`src/hapb_pkg.sv`:
```
// shared types and constants for the hit peak and baseline core
package hapb_pkg;

    localparam int CHANNELS_DEF = 32;
    localparam int LANES        = 4;
    localparam int ADC_W        = 16;
    localparam int GRP_W        = 3;
    localparam int CH_W         = 5;
    localparam int CNT_OUT_W    = 6;

    localparam logic [ADC_W-1:0] THR_RESET = 16'd4095;
    localparam logic [GRP_W-1:0] GRP_FIRST = 3'd0;
    localparam logic [GRP_W-1:0] GRP_LAST  = 3'd7;
    localparam logic             REG_THR   = 1'b0;

    localparam int FLG_T0_RST = 0;
    localparam int FLG_T1_RST = 1;
    localparam int FLG_T0_OVF = 2;

    typedef enum logic [1:0] {
        CLS_DATA  = 2'd0,
        CLS_RESET = 2'd1,
        CLS_SKIP  = 2'd2
    } hapb_class_t;

    typedef struct packed {
        logic            en;
        logic [CH_W-1:0] peak_ch;
        logic [CH_W-1:0] pair_ch;
    } hapb_excl_t;

    typedef struct packed {
        logic [ADC_W-1:0] data;
        logic [ADC_W-1:0] value;
        logic             incl;
    } hapb_term_t;

endpackage

```
`src/hapb_div.sv`:
```
// restoring divider, one quotient bit per cycle
module hapb_div import hapb_pkg::*;
#(
    parameter int DVD_W = ADC_W + 6,
    parameter int DVS_W = 6
)
(
    input  logic             clk,
    input  logic             rst_n,
    input  logic             start,
    input  logic [DVD_W-1:0] dividend,
    input  logic [DVS_W-1:0] divisor,
    output logic             done,
    output logic [DVD_W-1:0] quotient
);

    localparam int STEP_W = $clog2(DVD_W + 1);

    logic [DVD_W-1:0]  quo_reg;
    logic [DVS_W-1:0]  rem_reg;
    logic [DVS_W-1:0]  dvs_reg;
    logic [STEP_W-1:0] step_reg;
    logic              busy_reg;
    logic              done_reg;

    logic [DVS_W:0]    trial;
    logic              fits;
    logic [DVS_W:0]    diff;

    assign trial = {rem_reg, quo_reg[DVD_W-1]};
    assign fits  = trial >= {1'b0, dvs_reg};
    assign diff  = trial - {1'b0, dvs_reg};

    always_ff @(posedge clk or negedge rst_n)
    begin
        if (!rst_n)
        begin
            busy_reg <= 1'b0;
            done_reg <= 1'b0;
            step_reg <= '0;
        end
        else
        begin
            done_reg <= 1'b0;
            if (start)
            begin
                busy_reg <= 1'b1;
                step_reg <= STEP_W'(DVD_W);
            end
            else if (busy_reg)
            begin
                step_reg <= step_reg - 1'b1;
                if (step_reg == STEP_W'(1))
                begin
                    busy_reg <= 1'b0;
                    done_reg <= 1'b1;
                end
            end
        end
    end

    always_ff @(posedge clk)
    begin
        if (start)
        begin
            quo_reg <= dividend;
            rem_reg <= '0;
            dvs_reg <= divisor;
        end
        else if (busy_reg)
        begin
            quo_reg <= {quo_reg[DVD_W-2:0], fits};
            rem_reg <= fits ? diff[DVS_W-1:0] : trial[DVS_W-1:0];
        end
    end

    assign done     = done_reg;
    assign quotient = quo_reg;

endmodule

```
`config.mk`:
```
export PLATFORM = sky130hd
export DESIGN_NAME = hapb_div
export DESIGN_NICKNAME = d
export VERILOG_FILES = /design/src/hapb_pkg.sv /design/src/hapb_div.sv
export SDC_FILE = /design/constraint.sdc
export NUM_CORES = 1
export LEC_CHECK = 0
export BUFFER_PORTS_ARGS = -buffer_cell sky130_fd_sc_hd__buf_4
export CORE_UTILIZATION = 52
export DETAILED_ROUTE_END_ITERATION = 10
export GPL_TIMING_DRIVEN = 0
export PLACE_DENSITY = 0.89
export SYNTH_ARGS = -nofsm -noshare
export SYNTH_HDL_FRONTEND = slang
export SYNTH_SLANG_ARGS = --single-unit
```
`constraint.sdc`:
```
create_clock -name clk -period 5.81 [get_ports clk]
set_clock_uncertainty 0.05 [all_clocks]
set_input_delay 1.162 -clock clk [delete_from_list [all_inputs] [get_ports clk]]
set_output_delay 1.162 -clock clk [all_outputs]
set_load 0.03 [all_outputs]
```
==> results by group <==
Cells and area
  – Share of cells above drive strength 1: 0.402
  – Layout area overhead: 27.1%
  – Max reg flops: 22
  – Final Cell Area: 0.00257 mm²
  – Most common cell after layout, fill and taps aside: buf_4
  – Fin cells: between 200 and 300
  – Fill cells: 267
  – # nets final: 259
  – Commonest cells after routing, fill and taps aside: buf_4 (53), edfxtp_1 (28), mux2_2 (23), inv_1 (11), nor2_1 (11)
  – Core Util, Final: 0.698
  – Antenna Diode Count: 0

Power and ir drop
  – P_sw: 268 µW
  – Worst vdd ir: roughly 0.24 mV
  – PwrDens: 335 mW/mm²
  – Power after layout: ~860 µW
  – Sw frac: 0.312
  – Clk pwr share: 0.218
  – Sequential share of power: 0.448
  – Comb pwr share: 0.334
  – Leakage: 0.00112 µW
  – Cell Int Power: 593 µW

Setup path
  – Crit path DAT: about 2.5 ns
  – Terminus of the critical flop-to-flop path: rem_reg[1]
  – Largest stage delay, worst path: 0.53 ns
  – CP max FO: 22
  – CP Launch Type: input pin
  – Critical path's slowest cell: or2_2
  – CP endpoint kind: register
  – Reg-to-reg slack, setup: ~3.6 ns
  – Ordered list of cells on the worst path: buf_4, buf_2, clkbuf_1, or2_2
  – Req. time, crit path: 5.69 ns
  – Crit path kind: input pin to register
  – Worst R2R Path Depth: 7
  – RR Startpoint: rem_reg[3]

Clock tree
  – Bufs on Longest Clock Path: 2
  – Hold-fix buffers, CTS: 0
  – Cts bufs inserted: 5
  – CTS H-tree depth: 2
  – Root Driver: clkbuf_8
  – Post-CTS Repair Setup Buffers: 0
  – Clock transition at the registers of the reported paths: 0.08 ns
  – Clock Latency Late Sink: 0.28 ns
  – CTS tree: done
  – Clock Sinks: 41
  – CTS resizes: 0

Floorplan
  – Die height: 64.4 µm
  – Die X: around 64 µm
  – Starting density of the core: 0.549
  – Core area: ~0.0037 mm²
  – Standard-cell rows: 22
  – Die area: 0.00415 mm²
  – I/O pins: 54

Route
  – Drt first pass iters: 4
  – DRC errors left: 0
  – Antenna Violating Nets Remaining: 0
  – Via count: around 1400
  – Wire length per cell: around 14 µm
  – Iter 0 DRT Violations: 44
  – Overall routed net length: ~3.7 mm
  – DR vias/cell: 5.23

STA
  – Max Fclk: 387 MHz
  – TNS Setup: 0 ns
  – Tmin final: 2.59 ns
  – Final setup fails: 0
  – Worst Tran Pin Value: approximately 0.52 ns
  – Fin. max-slew vios: 0
  – Hold Violations, Final: 0
  – RSZ-0062 raised after global routing: false
  – Crit share post-route: 0.445
  – Slew headroom: 0.651

Synthesis
  – Mapped cell area: 0.00202 mm²
  – Post-synth ARST share: 0.171
  – Mapped Nets: 199
  – Number of library cell types mapped by synthesis: 34
  – Top FF cell, synth: edfxtp_1
  – Post-synthesis sequential area ratio: 0.561
  – Post-synthesis register bit count: 41
  – Post-synth EDFFs: 28
  – Synthesis Warnings: 0
  – Avg Synthesized Cell Area: between 10 and 15 µm²
  – Cell count after synthesis: about 160

Placement
  – Post-DP HPWL: 2.75 mm
  – Final Wtd Congestion: 0.800
  – Port bufs: 53
  – Placed insts: 259
  – Placed instance area: 0.00248 mm²

Status
  – Outcome: completed

Worst hold path
  – WHS Endpoint: rem_reg[4]
  – Min-delay src: rem_reg[4]
  – Hold crit path type: register to register
  – Hold path depth: 2

Global routing
  – Global Route Usage Sum: 0.197
  – Grt total ovfl: 0
  – Vias in the first global route: 1450
  – Initial antenna violation count: 0
  – First-pass GRT wire length: 6.18 mm
  – Largest net degree at the start of global routing: 23

Job
  – Max Cap Viol: 0
## synth_stat cells, types with 2 or more instances
library cell	number	area [µm²]
mux2i_1	3	30.0
nor3b_1	4	30.0
nand2b_1	5	31.3
edfxtp_1	28	841
dfrtp_1	7	175
nor2b_1	2	12.5
buf_1	2	7.51
a211oi_1	4	30.0
xor2_1	3	26.3
a21oi_1	4	20.0
ha_1	9	113
dfxtp_1	6	120
inv_1	11	41.3
xnor2_1	4	35.0
clkbuf_1	2	7.51
buf_2	2	10.0
or3_1	2	12.5
o21ai_0	5	25.0
nand2_1	6	22.5
mux2_2	23	259
a21o_1	2	15.0
nor2_1	11	41.3
nor3_1	2	10.0
## metrics by stage
stage / setup slack (ns) / hold slack [ns]
floorplan: 3.40 / 0.428
global placement: 2.88 / 0.444
detailed placement: 2.89 / 0.460
CTS: 3.19 / 0.471
global route: 3.11 / 0.489
finish: 3.22 / 0.469
## layout make-up
class	instances	area, µm²	area share
sequential	41	1140	0.441
multi-input combinational	99	811	0.315
timing repair buffer	53	398	0.155
clock buffer	6	82.6	0.0321
tap	48	60.1	0.0233
inverter	11	41.3	0.0160
buffer	7	36.3	0.0141
clock inverter	2	8.76	0.00340
## power by group through the flow
| stage | clock network, µW | registers, µW | logic [µW] |
|---|---|---|---|
| 2_1_floorplan | 0 | 424 | 172 |
| 3_3_place_gp | 0 | 389 | 280 |
| 3_5_place_dp | 0 | 391 | 290 |
| 4_1_cts | 191 | 385 | 290 |
| 5_1_grt | 204 | 390 | 314 |
| 6_report | 188 | 385 | 288 |
## how the worst max path moves through the flow
stage	start	endpoint	depth (start not counted)
5_1_grt	start	quotient[1]	4
6_report	start	quotient[1]	4
2_1_floorplan	start	quotient[0]	3
3_5_place_dp	start	quotient[9]	4
3_3_place_gp	start	quotient[5]	4
4_1_cts	start	quotient[8]	4
## metal layers
| metal | global-route usage | share of wire | up-vias | routed length [µm] |
|---|---|---|---|---|
| met5 | 0 | 0 | - | 0 |
| met4 | 0.0667 | 0.0097 | 0 | 36 |
| met1 | 0.242 | 0.44 | 666 | 1660 |
| met2 | 0.329 | 0.49 | 41 | 1830 |
| li1 | - | - | 685 | - |
| met3 | 0.0589 | 0.056 | 4 | 207 |
## critical path: cells and delay by family
kind          cells  cell delay, ns
buf+inv           3            0.75
simple gates      1            0.53
## cells by family (layout without fill, tap and decap cells)
| group | after synthesis | in the layout | synth area share |
|---|---|---|---|
| fa+ha+maj | 10 | 10 | 0.0655 |
| simple gates | 36 | 36 | 0.0964 |
| mux | 26 | 26 | 0.143 |
| buf+inv | 18 | 79 | 0.0383 |
| flops | 41 | 41 | 0.561 |
| xor+xnor | 7 | 7 | 0.0303 |
| compound gates | 20 | 20 | 0.0655 |
Power figures use the tool's default switching activity.
