`src/hapb_pkg.sv`:
```
// shared types and constants for the hit peak and baseline core
package hapb_pkg;

    localparam int CHANNELS_DEF = 32;
    localparam int LANES        = 4;
    localparam int ADC_W        = 16;
    localparam int GRP_W        = 3;
    localparam int CH_W         = 5;
    localparam int CNT_OUT_W    = 6;

    localparam logic [ADC_W-1:0] THR_RESET = 16'd4095;
    localparam logic [GRP_W-1:0] GRP_FIRST = 3'd0;
    localparam logic [GRP_W-1:0] GRP_LAST  = 3'd7;
    localparam logic             REG_THR   = 1'b0;

    localparam int FLG_T0_RST = 0;
    localparam int FLG_T1_RST = 1;
    localparam int FLG_T0_OVF = 2;

    typedef enum logic [1:0] {
        CLS_DATA  = 2'd0,
        CLS_RESET = 2'd1,
        CLS_SKIP  = 2'd2
    } hapb_class_t;

    typedef struct packed {
        logic            en;
        logic [CH_W-1:0] peak_ch;
        logic [CH_W-1:0] pair_ch;
    } hapb_excl_t;

    typedef struct packed {
        logic [ADC_W-1:0] data;
        logic [ADC_W-1:0] value;
        logic             incl;
    } hapb_term_t;

endpackage

```
`src/hapb_lane.sv`:
```
// one lane: channel store for every fourth channel and baseline term qualification
module hapb_lane import hapb_pkg::*;
#(
    parameter int  CHANNELS = CHANNELS_DEF,
    parameter int  LANE     = 0,
    localparam int ROWS     = (CHANNELS + LANES - 1) / LANES,
    localparam int ROW_W    = (ROWS > 1) ? $clog2(ROWS) : 1
)
(
    input  logic                      clk,
    input  logic                      wr_en,
    input  logic [ROW_W-1:0]          wr_row,
    input  logic [ADC_W-1:0]          wr_data,
    input  logic [ROW_W-1:0]          rd_row,
    input  logic [ADC_W-1:0]          thr,
    input  hapb_excl_t                excl,
    output hapb_term_t                term
);

    logic [ADC_W-1:0] mem [ROWS];
    logic [ADC_W-1:0] rd_data_reg;
    logic [ROW_W-1:0] rd_row_reg;

    always_ff @(posedge clk)
    begin
        if (wr_en)
        begin
            mem[wr_row] <= wr_data;
        end
        rd_data_reg <= mem[rd_row];
        rd_row_reg  <= rd_row;
    end

    always_comb
    begin
        int   ch;
        logic in_range;
        logic excluded;
        logic incl;
        ch       = int'(rd_row_reg) * LANES + LANE;
        in_range = ch < CHANNELS;
        excluded = excl.en && (ch == int'(excl.peak_ch) || ch == int'(excl.pair_ch));
        incl     = in_range && !excluded && (rd_data_reg <= thr);
        term.data  = rd_data_reg;
        term.value = incl ? rd_data_reg : '0;
        term.incl  = incl;
    end

endmodule

```
`config.mk`:
```
export PLATFORM = sky130hd
export DESIGN_NAME = hapb_lane
export DESIGN_NICKNAME = d
export VERILOG_FILES = /design/src/hapb_pkg.sv /design/src/hapb_lane.sv
export SDC_FILE = /design/constraint.sdc
export NUM_CORES = 1
export LEC_CHECK = 0
export ABC_AREA = 1
export BUFFER_PORTS_ARGS = -buffer_cell sky130_fd_sc_hd__buf_2
export CORE_ASPECT_RATIO = 1.2
export CORE_MARGIN = 2
export CORE_UTILIZATION = 35
export CTS_BUF_LIST = sky130_fd_sc_hd__clkbuf_4 sky130_fd_sc_hd__clkbuf_8
export CTS_CLUSTER_SIZE = 20
export DETAILED_ROUTE_END_ITERATION = 7
export SYNTH_ARGS = -nofsm -noshare
export SYNTH_HDL_FRONTEND = slang
export SYNTH_SLANG_ARGS = --single-unit
export TNS_END_PERCENT = 5
```
`constraint.sdc`:
```
create_clock -name clk -period 4.45 [get_ports clk]
set_clock_uncertainty 0.1 [all_clocks]
set_input_delay 0 -clock clk [delete_from_list [all_inputs] [get_ports clk]]
set_output_delay 0 -clock clk [all_outputs]
set_load 0.005 [all_outputs]
```
==> impl.org, run 1 <==
** Synthesis
- Xor-xnor portion of the synthesized cell area :: 0.861%
- After synthesis, the share of cell area in mux cells is 0%.
- Top post-synthesis cells by area :: sky130_fd_sc_hd__edfxtp_1 (63%), sky130_fd_sc_hd__nor2_1 (7.3%), sky130_fd_sc_hd__dfxtp_1 (6.2%)
- After synthesis, the largest family of logic cells by area is simple AND/OR/NAND/NOR gates.
- Synthesized cell area :: 0.00610 sq mm
- Share of Yosys cell area claimed by the top area cell type :: a little over three fifths
- Largest area contributor in the netlist :: sky130_fd_sc_hd__edfxtp_1
- Adder-cell area share of the yosys netlist :: under 10%
- Among all cell types in the netlist, the one instantiated most often is sky130_fd_sc_hd__edfxtp_1.
- Sequential element share of the synthesized area :: approximately 69%
- Warnings, synthesis :: 0
- The synthesized design contains 128 enable-type register cells.
- In the synthesized netlist the async set-or-reset flop fraction comes to 0%.
- Most used DFF post-synth :: sky130_fd_sc_hd__edfxtp_1
- Counting every instance in the synthesized netlist gives 514.
- In the synthesized netlist, the cells that appear most often are sky130_fd_sc_hd__edfxtp_1 (128), sky130_fd_sc_hd__nor2_1 (118), sky130_fd_sc_hd__nand2_1 (72).
- Mean cell area of the mapped netlist :: 11.9 sq um
- When the netlist entered floorplanning its net count stood at 581.
- The synthesized design contains 147 register bits.
- Summing the areas of all compound-gate instances in the mapped netlist gives between 7 and 8% of the synthesized area.
- Of the total synthesized cell area, the portion taken by AND, OR, NAND and NOR gates is 13.7%.
- Number of distinct library cells after synthesis :: 26

** Routing
- The detailed router placed 4038 vias in this run.
- Dividing the detail-routed wire length by the instance count gives roughly 15 um.
- Pre-antenna DRT Iters :: 5
- DRT antenna net count :: 0
- Number of design-rule violations left by the first detailed-router iteration :: ~340
- Post-detailed-route via-to-cell ratio :: 4.81
- In the routed design, unresolved DRC markers number 0.
- Wire length after detailed routing :: 12.7 mm

** STA
- Worst Max-Slew Pin Slew :: 1.17 ns
- After layout, the minimum clock period comes to about 2.2 ns.
- The worst path meets setup with around 2.3 ns of slack.
- Worst Hold Slack :: 0.124 ns
- Final Hold Violating Endpoints :: 0
- Accumulated negative setup slack :: 0 ns
- Setup repair after global routing missed its margin :: no
- # setup viols final :: 0
- Final max-slew violation count :: 0
- Measured against its own limit, the worst slew margin works out to 21.7%.
- Maximum clock rate :: approximately 0.46 GHz
- Share of the cycle needed by the critical path after routing :: about half

** Setup path
- Data arrival time of the critical path :: approximately 2.1 ns
- STA classifies the critical path startpoint as a flip-flop.
- Critical Path Sink Type :: primary output
- Of all nets on the critical path, the largest fanout is 17.
- STA puts the critical path data required time at 4.35 ns.
- Worst setup path class :: flip-flop to primary output

** Die
- The floorplan step defined a core boundary enclosing 0.0170 sq mm.
- Area of the die :: between 0.015 and 0.02 sq mm
- Top Ports :: 84
- The die is 149 um tall.
- Number of cell rows :: 52
- Chip Width :: 125 um
- The initial utilization of the core area, before any placement, comes to 35.9%.

** CTS
- The later pin in the worst-skew pair is clocked with a latency of 0.42 ns.
- H-Tree Depth :: 4
- In this run the clock root is driven by a sky130_fd_sc_hd__clkbuf_8.
- Counting the buffers created by CTS gives 17.
- After clock tree synthesis, the clock-pin slew on the worst setup and hold paths is 0.08 ns.
- Setup Fix Bufs, Post-CTS :: 0
- The clock passes through at most 2 buffers.
- TritonCTS built the clock tree.
- The clock net in this run drives a total of between 100 and 150 sinks.

** Layout
- Cells with a size suffix above 1 make up 22.2% of the layout.
- Area occupied by multi-input gates :: 0.00159 sq mm
- Fill cells in the final layout number 1511.
- After the flow finishes, the layout carries non-filler instances totaling 839.
- Flip-flop count of the largest register after layout :: 128
- Core Util, Final :: 43.0%
- P&R area growth vs syn :: 19.7%
- Total inserted antenna cells :: 0
- Across the whole layout, storage elements account for 0.00422 sq mm.
- Net total in the final layout :: 677
- After routing the design area is about 0.0073 sq mm.

** Status
- The run finished with clean final reports.

** Power
- In this run, flip-flops and latches consume 51.8% of the power.
- The analysis attributes to cell leakage a power of 2.86 nW.
- Power per standard cell area :: 418 mW/mm^2
- Maximum vdd drop :: 201 uV
- Power share of the clock group :: around two fifths
- Of the total power, the share spent switching nets is ~22%.
- Pint :: around 2.4 mW
- Share of total power in combinational logic :: under 10%
- The analysis attributes to net switching a power of 656 uW.
- The completed layout was analyzed and its total power is 3.05 mW.

** Global routing
- The first global-routing pass estimated 20.0 mm of wire.
- For this run, the total global-route usage over all layers was measured as 13.9%.
- Met1 track utilization from global routing :: 17.1%
- Vias in the first global route :: approximately 3900
- Pin count of the biggest net entering global routing :: 67
- After global routing the overflow that remains totals 0.
- The number of antenna violations at the first check in global routing was 0.
- For this run, global-route usage on met2 was measured as about a quarter.
- Highest-utilization routing layer at the global route stage :: met2
- For met3 alone, demand over resource in global routing was 3.38%.

** Placement
- Area after DPL :: 0.00667 sq mm
- Worst-case setup slack after placement :: 2.26 ns
- PortBufs :: 83
- RePlAce Congestion :: 0.730
- The HPWL after detailed placement is approximately 7.6 mm.
- Post-placement cell count :: just under 800

** Worst hold path
- Class of the tightest hold or removal check :: input port to flip-flop

** Run
- Max-cap violation count :: 0
[worst max-delay path, cell delays in order, from the launching register on]
cell and delay (ns):
sky130_fd_sc_hd__dfxtp_1 0.42, sky130_fd_sc_hd__ha_1 0.28, sky130_fd_sc_hd__nand2_1 0.06, sky130_fd_sc_hd__nand2_1 0.04
sky130_fd_sc_hd__nand3_1 0.05, sky130_fd_sc_hd__nand2_1 0.06, sky130_fd_sc_hd__a21oi_1 0.15, sky130_fd_sc_hd__nand2_1 0.09
sky130_fd_sc_hd__nand2_2 0.08, sky130_fd_sc_hd__nand2_4 0.15, sky130_fd_sc_hd__nor2_1 0.14, sky130_fd_sc_hd__buf_2 0.12
[final cells by class]
| class | count | area share (%) |
|---|---|---|
| flip-flops and latches | 147 | 57.8 |
| multi-input cells | 302 | 21.8 |
| repair buffers | 101 | 8.12 |
| clock buffers | 22 | 3.97 |
| well taps | 216 | 3.70 |
| clock inverters | 10 | 2.45 |
| inverters | 41 | 2.14 |
[power by group through the flow]
| stage | clock (mW) | combinational, mW | sequential [mW] |
|---|---|---|---|
| final | 1.18 | 0.291 | 1.58 |
| after global routing | 1.26 | 0.333 | 1.59 |
| after CTS | 1.20 | 0.296 | 1.58 |
| after detailed placement | 0 | 0.283 | 1.61 |
| after global placement | 0 | 0.274 | 1.61 |
| after floorplan | 0 | 0.177 | 1.60 |
[repair_timing]
item | 4_1_cts | 5_1_grt
endpoints found under the setup margin | 0 | 0
hold buffers | 17 | 0
endpoints found under the hold margin | 145 | 0
resized for setup | 0 | 0
[per-layer routing]
metal  vias to the layer above  wire length (um)
met5                         -                 0
met4                         0               140
met3                        16               622
met2                       139              6340
met1                      1910              5560
li1                       1973                 -
[path summary, 6_finish.rpt]
| kind | startpoint | to | slack, ns | cells past startpoint |
|---|---|---|---|---|
| max | rd_data_reg[9] | term[1] | 2.28 | 11 |
| min | wr_row[2] | mem[4][1] | 0.12 | 3 |
| max reg2reg | mem[4][14] | rd_data_reg[14] | 3.40 | 4 |
| min reg2reg | mem[3][12] | rd_data_reg[12] | 0.52 | 4 |
[cells by family after synthesis]
logic type,Yosys count
AOI/OAI and AO/OA,72
xor gates and xnor gates,6
adders and majority gates,16
buffers and inverters,65
DFF,147
and+or+nand+nor,208
[cell usage in the layout (no fill, tap or decap), types with 2 or more instances in the layout]
master and instances:
sky130_fd_sc_hd__dlygate4sd3_1 17, sky130_fd_sc_hd__clkbuf_4 2, sky130_fd_sc_hd__xnor2_1 6, sky130_fd_sc_hd__o32ai_1 32, sky130_fd_sc_hd__nand2_1 72, sky130_fd_sc_hd__dfxtp_1 19
sky130_fd_sc_hd__nand2_2 2, sky130_fd_sc_hd__o21ai_0 33, sky130_fd_sc_hd__ha_1 16, sky130_fd_sc_hd__clkbuf_8 20, sky130_fd_sc_hd__bufinv_16 5, sky130_fd_sc_hd__edfxtp_1 128
sky130_fd_sc_hd__nor2_2 16, sky130_fd_sc_hd__inv_1 39, sky130_fd_sc_hd__clkinvlp_4 2, sky130_fd_sc_hd__clkinv_2 2, sky130_fd_sc_hd__nor2_1 110, sky130_fd_sc_hd__buf_2 83
sky130_fd_sc_hd__nand4_1 3, sky130_fd_sc_hd__nand3_1 2, sky130_fd_sc_hd__a21oi_1 6
(Power assumes the default switching activity.)
==> inputs of run 2 (changes only) <==
clock period = 2 ns   (was 4.45 ns; I/O delays follow)
==> run 2 against run 1 <==
  * The run now ends with negative setup slack left
  * Largest power group unchanged
  * Setup slack lost 2.4 ns
  * Largest cell class unchanged
  * Total power grew 120%
  * Hold slack lost 0.057 ns
  * Sequential share of layout area shrank 1.7 points
  * Non-clock buffer count grew 18
  * Critical path type unchanged
  * Cell area grew 3.2%
  * Combinational power grew to 2.5 times the previous value
  * First-iteration DRC count shrank 12%
  * Critical path depth shrank 3
  * Highest routed layer unchanged
==> impl.org, run 2 (synthesized netlist as in run 1, its figures left out) <==
** Status
- Result of the run :: complete, but fails checks
- The checks that failed: negative setup slack.

** Run
- Max-cap violation count :: 0

** Layout
- The top cell types in the final layout, fill and taps aside, are sky130_fd_sc_hd__edfxtp_1 (128), sky130_fd_sc_hd__nor2_1 (113), sky130_fd_sc_hd__buf_2 (83), sky130_fd_sc_hd__nand2_1 (72), sky130_fd_sc_hd__inv_1 (39).
- Number of fill cells :: 1554
- P&R area growth vs syn :: 23.5%
- The number of antenna diodes in the final layout is 0.
- Flip-flop count of the largest register after layout :: roughly 130
- Most common cell after layout, fill and taps aside :: sky130_fd_sc_hd__edfxtp_1
- Area occupied by multi-input gates :: 0.00168 sq mm
- Area taken by flip-flops and latches :: 0.00423 sq mm
- In the final design database the tool counted between 600 and 700 nets.
- Final cell area excluding filler cells :: ~0.0075 sq mm
- Of the cells placed in the final design, the portion with a size suffix greater than 1 is 25.9%.

** Routing
- In this run the remaining antenna-violating nets after routing total 0.
- Pre-antenna DRT Iters :: 4
- After detailed routing, the total wire length is between 10 and 15 mm.
- Post-detailed-route via-to-cell ratio :: 4.78
- Wirelength per Cell :: 15.2 um
- Number of design-rule violations left by the first detailed-router iteration :: approximately 300
- DRC Markers :: 0
- The final route contains 4100 vias.

** Setup path
- In this run the worst path has a maximum fanout of 9.
- For the worst setup path, the data required time is roughly 1.9 ns.
- Maximum single-stage delay on the critical path :: 0.33 ns
- Worst setup path class :: flip-flop to primary output
- On the critical path, the stage with the largest delay is an instance of sky130_fd_sc_hd__dfxtp_1.
- Data on the critical path arrives at its endpoint at 1.98 ns.
- Counting both buffers and inverters, the worst setup path holds a total of 1.
- STA classifies the critical path endpoint as a primary output.
- STA classifies the critical path startpoint as a flip-flop.
- Ordered cell list for the critical path :: ha_1 -> nand2_1 -> nor3_2 -> nand3_1 -> nand2_4 -> nand2_8 -> nor2_1 -> buf_2
- On the critical path the largest part of the delay comes from simple AND/OR/NAND/NOR gates.

** CTS
- H-Tree Depth :: 4
- The clock drives roughly 150 sinks.
- Cts bufs inserted :: 17
- TritonCTS built the clock tree.
- Clock buffer depth :: 2
- Clock-pin slew was measured on the worst setup and hold paths at 0.08 ns.
- For the worst-skew pair, the clock arrives at the later sink with an insertion delay of approximately 0.44 ns.
- Clk root buf :: sky130_fd_sc_hd__clkbuf_8

** Die
- The die is 149 um tall.
- The die covers 0.0185 sq mm.
- Top Ports :: 84
- Number of cell rows :: 52
- Effective utilization at floorplan :: approximately 36%
- Chip Width :: 125 um
- The total area inside the core boundary comes to 0.0170 sq mm.

** STA
- The number of pins exceeding their max-slew limit in the final report was 0.
- Setup slack on the critical path of the routed design comes to -0.0824 ns.
- Setup repair after global routing could not meet its margin everywhere.
- Worst Hold Slack :: 0.0669 ns
- Share of the cycle needed by the critical path after routing :: 104%
- Fin crit period :: around 2.1 ns
- Setup violations remaining at the end of the flow were counted as 17.
- Worst Max-Slew Pin Slew :: 0.732 ns
- Maximum clock rate :: about 0.48 GHz
- Final Hold Violating Endpoints :: 0
- Headroom to the max-slew limit :: ~51%

** Placement
- The congestion estimate from routability-driven global placement came to 0.756.
- After detailed placement, the total cell area comes to 0.00679 sq mm.
- Half-perimeter wire length after detailed placement :: 8.30 mm
- In this run the tool buffered the top-level ports with 83 buffer cells.

** Worst hold path
- Class of the tightest hold or removal check :: input port to flip-flop

** Power
- Power per standard cell area :: just under 900 mW/mm^2
- Summed over all cells, the static leakage comes to 2.96 nW.
- Across the VDD grid, the largest voltage drop is 387 uV.

** Global routing
- The total overflow left after global routing is 0.
- Number of antenna violations at the first check in global routing :: 0
- Vias in the first global route :: around 4100
- Wire length of the first global-routing pass :: approximately 21 mm
- Total track usage :: roughly 15%
- Entering global routing, the biggest net connects 66 pins.
run 2: cell count changes in the layout (fill, tap and decap cells not counted), moves of 3 or more:
cell,delta
sky130_fd_sc_hd__buf_4,+14
sky130_fd_sc_hd__clkbuf_8,-3
sky130_fd_sc_hd__clkinv_4,+4
sky130_fd_sc_hd__dfxtp_1,-7
sky130_fd_sc_hd__dfxtp_2,+7
sky130_fd_sc_hd__ha_1,-5
sky130_fd_sc_hd__ha_4,+5
sky130_fd_sc_hd__inv_6,+3
sky130_fd_sc_hd__nor2_1,+3
sky130_fd_sc_hd__nor2_2,-3
run 2: layer usage:
metal	global-route usage, %	vias to the layer above	wire length, um
met5	0	-	0
met4	6.52	0	259
met3	3.63	25	721
met2	26.3	127	6760
met1	16.6	1933	5290
li1	-	2015	-
run 2: per-stage QoR:
step                cells  util [%]  setup TNS (ns)  worst slack (ns)  power [mW]
global route          858      44.4           -3.93            -0.250        7.00
global placement      806      40.0               0             0.317        4.21
finish                858      44.4           -1.06           -0.0824        6.72
floorplan             514         -               0             0.537        3.96
detailed placement    806      40.0               0             0.254        4.23
CTS                   857      44.1           -1.43            -0.113        6.75
run 2: area by class of cell:
cell class,count,share of cell area [%]
Inverter,41,2.08
Multi-Input combinational cell,303,22.3
Timing Repair Buffer,119,10.1
Sequential cell,147,56.2
Clock buffer,17,3.10
Clock inverter,15,2.72
Tap cell,216,3.59
run 2: tightest hold or removal path: cells and delay by family:
family,cells,cell delay [ns]
buffers and inverters,2,0.29
AND/OR/NAND/NOR,2,0.13
run 2: repair_timing:
| item | in CTS | in global routing |
|---|---|---|
| endpoints found under the hold margin | 145 | 0 |
| resized for setup | 14 | 7 |
| cloned | 0 | 1 |
| pin swaps | 0 | 1 |
| endpoints found under the setup margin | 17 | 17 |
| hold buffers | 19 | 0 |
| buffers inserted | 0 | 0 |
run 2: final timing paths:
check	start	to	slack (ns)	depth (start not counted)
worst min register to register	mem[3][13]	rd_data_reg[13]	0.52	4
worst min-delay path	wr_row[2]	mem[5][0]	0.07	4
worst max register to register	mem[4][3]	rd_data_reg[3]	0.90	4
worst max-delay path	rd_data_reg[13]	term[1]	-0.08	8
run 2: power by group:
group	total [mW]	internal, mW	leakage (nW)	switching, mW
combinational	0.730	0.308	1.42	0.423
sequential	3.51	3.46	1.32	0.0530
clock	2.48	1.37	0.215	1.11
total	6.72	5.14	2.96	1.58
